`src/sv/alc_pkg.sv`:
```
// Shared types and constants of the alpha layer compositor.
// No dependencies; used by alc_ctrl, alc_datapath and alpha_layer_compositor.
package alc_pkg;

  localparam int unsigned COL_W   = 24;  // signed Q7.16 colour
  localparam int unsigned ALPHA_W = 17;  // unsigned Q1.16 opacity
  localparam int unsigned NUM_CH  = 3;   // X, Y, Z
  localparam int unsigned TDATA_W = 96;  // 3*24 + 17 = 89 bits, padded to bytes

  localparam int unsigned MAX_LAYERS_DEF = 16;

  // Restoring divider: one quotient bit per cycle over the alpha width
  localparam int unsigned DIV_STEPS = ALPHA_W;
  localparam int unsigned CNT_W     = $clog2(DIV_STEPS);

  localparam logic [ALPHA_W-1:0] ONE_Q16 = ALPHA_W'(65536);

  typedef enum logic [2:0] {
    ST_IDLE,
    ST_DIV,
    ST_MUL1,
    ST_MUL2,
    ST_UPD
  } alc_state_e;

  typedef struct packed {
    logic accept;    // capture input request, advance position
    logic div_step;  // one restoring divide step on the layer alpha
    logic mul1;      // first product rank
    logic mul2;      // second product rank
    logic update;    // write accumulator and, on last layer, the result
  } alc_cmd_t;

  typedef struct packed {
    logic avg;       // averaging mode
    logic first;     // captured layer is a bottom layer
    logic last;      // captured layer is a top layer
    logic out_busy;  // result register full and not taken this cycle
  } alc_sts_t;

endpackage

```
`src/sv/alc_ctrl.sv`:
```
// Sequencer of the alpha layer compositor: accept, divide, multiply, update.
// Depends on alc_pkg; drives alc_datapath through alc_cmd_t.
module alc_ctrl (
  input  logic              clk_i,
  input  logic              rst_ni,
  input  logic              in_valid_i,
  input  logic              in_first_i,
  input  alc_pkg::alc_sts_t sts_i,
  output logic              in_ready_o,
  output alc_pkg::alc_cmd_t cmd_o
);

  alc_pkg::alc_state_e state_q, state_d;
  logic [alc_pkg::CNT_W-1:0] cnt_q, cnt_d;
  logic upd_stall;

  assign upd_stall = sts_i.last && sts_i.out_busy;

  always_ff @(posedge clk_i or negedge rst_ni) begin
    if (!rst_ni) begin
      state_q <= alc_pkg::ST_IDLE;
      cnt_q   <= '0;
    end else begin
      state_q <= state_d;
      cnt_q   <= cnt_d;
    end
  end

  // Next state
  always_comb begin
    state_d = state_q;
    cnt_d   = cnt_q;
    case (state_q)
      alc_pkg::ST_IDLE: begin
        cnt_d = '0;
        if (in_valid_i) begin
          if (in_first_i) begin
            state_d = alc_pkg::ST_UPD;
          end else if (sts_i.avg) begin
            state_d = alc_pkg::ST_DIV;
          end else begin
            state_d = alc_pkg::ST_MUL1;
          end
        end
      end
      alc_pkg::ST_DIV: begin
        cnt_d = cnt_q + 1'b1;
        if (cnt_q == alc_pkg::CNT_W'(alc_pkg::DIV_STEPS - 1)) begin
          state_d = alc_pkg::ST_MUL1;
        end
      end
      alc_pkg::ST_MUL1: state_d = alc_pkg::ST_MUL2;
      alc_pkg::ST_MUL2: state_d = alc_pkg::ST_UPD;
      alc_pkg::ST_UPD: begin
        // hold a top layer while the previous pixel still sits in the result register
        if (!upd_stall) begin
          state_d = alc_pkg::ST_IDLE;
        end
      end
      default: state_d = alc_pkg::ST_IDLE;
    endcase
  end

  // Outputs
  always_comb begin
    cmd_o      = '0;
    in_ready_o = 1'b0;
    case (state_q)
      alc_pkg::ST_IDLE: begin
        in_ready_o   = 1'b1;
        cmd_o.accept = in_valid_i;
      end
      alc_pkg::ST_DIV:  cmd_o.div_step = 1'b1;
      alc_pkg::ST_MUL1: cmd_o.mul1     = 1'b1;
      alc_pkg::ST_MUL2: cmd_o.mul2     = 1'b1;
      alc_pkg::ST_UPD:  cmd_o.update   = !upd_stall;
      default: begin
        cmd_o      = '0;
        in_ready_o = 1'b0;
      end
    endcase
  end

endmodule

```
`config.mk`:
```
export PLATFORM = sky130hd
export DESIGN_NAME = alc_ctrl
export DESIGN_NICKNAME = d
export VERILOG_FILES = /design/src/sv/alc_pkg.sv /design/src/sv/alc_ctrl.sv
export SDC_FILE = /design/constraint.sdc
export NUM_CORES = 1
export LEC_CHECK = 0
export ABC_AREA = 1
export ABC_CLOCK_PERIOD_IN_PS = 1420
export BUFFER_PORTS_ARGS = -buffer_cell sky130_fd_sc_hd__buf_2
export CAP_MARGIN = 15
export CORE_AREA = 2 2 39 41
export CTS_CLUSTER_SIZE = 30
export DETAILED_ROUTE_END_ITERATION = 7
export DIE_AREA = 0 0 41 43
export GPL_ROUTABILITY_DRIVEN = 0
export SYNTH_ARGS = -nofsm -noshare
export SYNTH_HDL_FRONTEND = slang
export SYNTH_SLANG_ARGS = --single-unit
```
`constraint.sdc`:
```
create_clock -name clk_i -period 1.42 [get_ports clk_i]
set_input_delay 0.071 -clock clk_i [delete_from_list [all_inputs] [get_ports clk_i]]
set_output_delay 0.071 -clock clk_i [all_outputs]
set_load 0.01 [all_outputs]
```
==> impl_metrics.yaml <==
die:
  fp.dieW_um: 41
  rows: 14
  coreArea_sq_mm: 0.00138
  floorplan.initialDensity_pct: 36.6
  fp.dieArea_sq_mm: 0.00176
  fp.dieH_um: 43
  io-pin-count: 14
route:
  avgRoutedWirePerCell_um: 9.85
  detailroute.via_count: 476
  drt.antenna.violating_nets: 0
  drc_viols: 0
  route.final.wire_length_um: 995
  vias_per_cell: 4.71
  detail_route.iter0.violations: 6
  detailedRoute.firstPassIterationCount: 4
power:
  swShare_pct: 45.9
  power.clock.fraction_pct: 16.3
  cellLeakagePower_uw: 0.000353
  ir_drop_uv: 806
  sequential_share_of_power_pct: 37.2
  pwr_per_cell_area_mw_per_mm2: 1760
  p_sw_uw: 506
  combinationalPowerShare_pct: 46.5
  internal-power_uw: 597
yosys:
  yosys_warnings: 0
  syn_inst: 69
  ys_top_cells_by_area: "sky130_fd_sc_hd__dfrtp_1, sky130_fd_sc_hd__inv_1, sky130_fd_sc_hd__nand2_1"
  synth_area_per_cell_sq_um: 7.34
  netlist.area_leader.share_pct: 39.5
  synth_cell_types: 17
  synth_seq_area_share_pct: 39.5
  post-synth-top-area-cell: "sky130_fd_sc_hd__dfrtp_1"
  synth_seq_cells: 8
  mappedNetlistNets: 79
  netlist_area_sq_um: 507
finish:
  fillers: 157
  area_growth_syn_to_layout_pct: 23.7
  insertedDiodeCount: 0
  final_util_pct: 45.3
  nNetsFinal: 97
  drive_gt1_share_pct: 31.8
setup_path:
  startpoint_kind_of_the_worst_setup_timing_path: "flip-flop"
  crit_chain: "nor2_4 > nand2_2 > nor2_1 > buf_2"
  worst_ep_required_time_ns: 1.35
  max_stage_delay_ns: 0.46
  end_kind: "output pin"
  cp_data_arrival_time_ns: 1.24
  crit_slowest_cell: "sky130_fd_sc_hd__dfrtp_1"
  worst-setup-path-type: "reg -> out"
  worstPathMaxFanout: 6
sta:
  finalSetupViolCount: 0
  timing.max_slew.rel_slack_pct: 82.7
  tightest_slew_ns: 0.259
  timing.clock.skew_ns: 0.00281
  fin_setup_tns_ns: 0
  rsz0062_at_grt: "no"
  final_max_slew_viol_count: 0
  min_period_over_period_pct: 92.0
  layout_min_cycle_time_ns: 1.31
  timing.fmax_ghz: 0.766
  hold_viol: 0
clocking:
  clock_tree.htree_level_count: 1
  clock_sink_total: 8
  clkTransAtPathRegs_ns: 0.06
  clk_path_buf_depth: 2
  cts_tree: "yes"
  root_buffer: "sky130_fd_sc_hd__clkbuf_4"
  worst_skew_pair.late_latency_ns: 0.25
  cts_made_buffers: 3
  post_cts_buffers: 0
job:
  drv.max_cap_violation_count: 0
global_routing:
  grt_max_degree: 9
  grt-ovfl-total: 0
  first_global_vias: 422
  grt_first_pass_wirelength_um: 1680
  grt_antenna_before_repair: 0
  groute.usage.overall_pct: 14.3
status:
  outcome: "finished clean"
place:
  dpl.hpwl_um: 795
  portBuffers: 12
worst_hold_path:
  path_category_of_the_worst_min_delay_check: "in -> reg"
[worst paths after layout]
path / endpoint / startpoint / slack [ns] / depth (start not counted)
setup / recovery: cmd_o[4] / state_q[1] / 0.11 / 4
hold / removal: state_q[1] / sts_i[3] / 0.1 / 4
setup reg to reg: state_q[0] / cnt_q[1] / 0.26 / 8
hold reg to reg: cnt_q[4] / cnt_q[4] / 0.48 / 1
max in group asynchronous: state_q[0] / rst_ni / 1.05 / 2
min in group asynchronous: cnt_q[1] / rst_ni / 0.18 / 2
[synthesized netlist by cell type, drive strengths merged]
library cell  number
nand4              1
o21bai             1
nor3               1
inv               13
o31ai              1
ha                 2
o21ai              3
dfrtp              8
nor4               1
a21oi              5
nand2             15
nor2              11
nand3              7
[cell type report]
cell class              instances  area (sq um)  area share [%]
repair buffers                 13          70.1            11.2
multi-input cells              48           263            41.9
clock buffers                   3          22.5            3.59
well taps                      16          20.0            3.19
flip-flops and latches          8           203            32.3
inverters                      13          48.8            7.78
[timing repair]
| item | 4_1_cts | 5_1_grt |
|---|---|---|
| hold buffers | 1 | 0 |
| gates resized for setup | 0 | 3 |
| setup endpoints to repair | 0 | 3 |
| hold endpoints to repair | 8 | 0 |
[per-stage QoR]
stage / power [uW] / instance area [sq um] / hold WS, ns / std cells / setup WS (ns)
3_3_place_gp: 908 / 587 / -0.0764 / 97 / 0.264
6_report: 1100 / 627 / 0.0979 / 101 / 0.114
2_1_floorplan: 754 / 507 / -0.225 / 69 / 0.360
4_1_cts: 1100 / 619 / 0.0917 / 101 / 0.0379
5_1_grt: 1230 / 627 / 0.135 / 101 / 0.0137
3_5_place_dp: 912 / 587 / -0.0744 / 97 / 0.256
[critical path: cells and delay by family, from the launching register on]
family | cells | cell delay, ns
AND/OR/NAND/NOR | 3 | 0.39
flip-flops | 1 | 0.46
buffers and inverters | 1 | 0.13
[cell families after synthesis]
kind of cell / count (synthesis) / synth area share [%]
AOI/OAI and AO/OA: 10 / 10.9
adders and majority gates: 2 / 4.94
buffers and inverters: 13 / 9.63
DFF: 8 / 39.5
and+or+nand+nor: 36 / 35.1
[power groups by stage]
stage	sequential (uW)	combinational [uW]	clock (uW)
detailed placement	404	507	0
CTS	399	512	188
global placement	402	506	0
global route	428	593	205
floorplan	381	373	0
finish	411	513	179
[cells in the final DEF (no fill, tap or decap), drive strengths merged]
master,instances
a21oi,5
buf,12
clkbuf,3
dfrtp,8
dlygate4sd3,1
ha,2
inv,13
nand2,15
nand3,7
nand4,1
nor2,11
nor3,1
nor4,1
o21ai,3
o21bai,1
o31ai,1
[sequential cells by signal, summed over array words and instances, names as in the netlist]
| name | count |
|---|---|
| state_q | 3 |
| cnt_q | 5 |
[routing by layer]
metal	up-vias	share of wire, %	routed length (um)	track usage (%)
met1	214	47	470	17.8
met5	-	0	0	0
met3	2	1.7	17	1.57
met4	0	1.4	14	10.0
li1	254	-	-	-
met2	6	49	491	21.6
No activity file was read; power rests on OpenSTA's default activity.
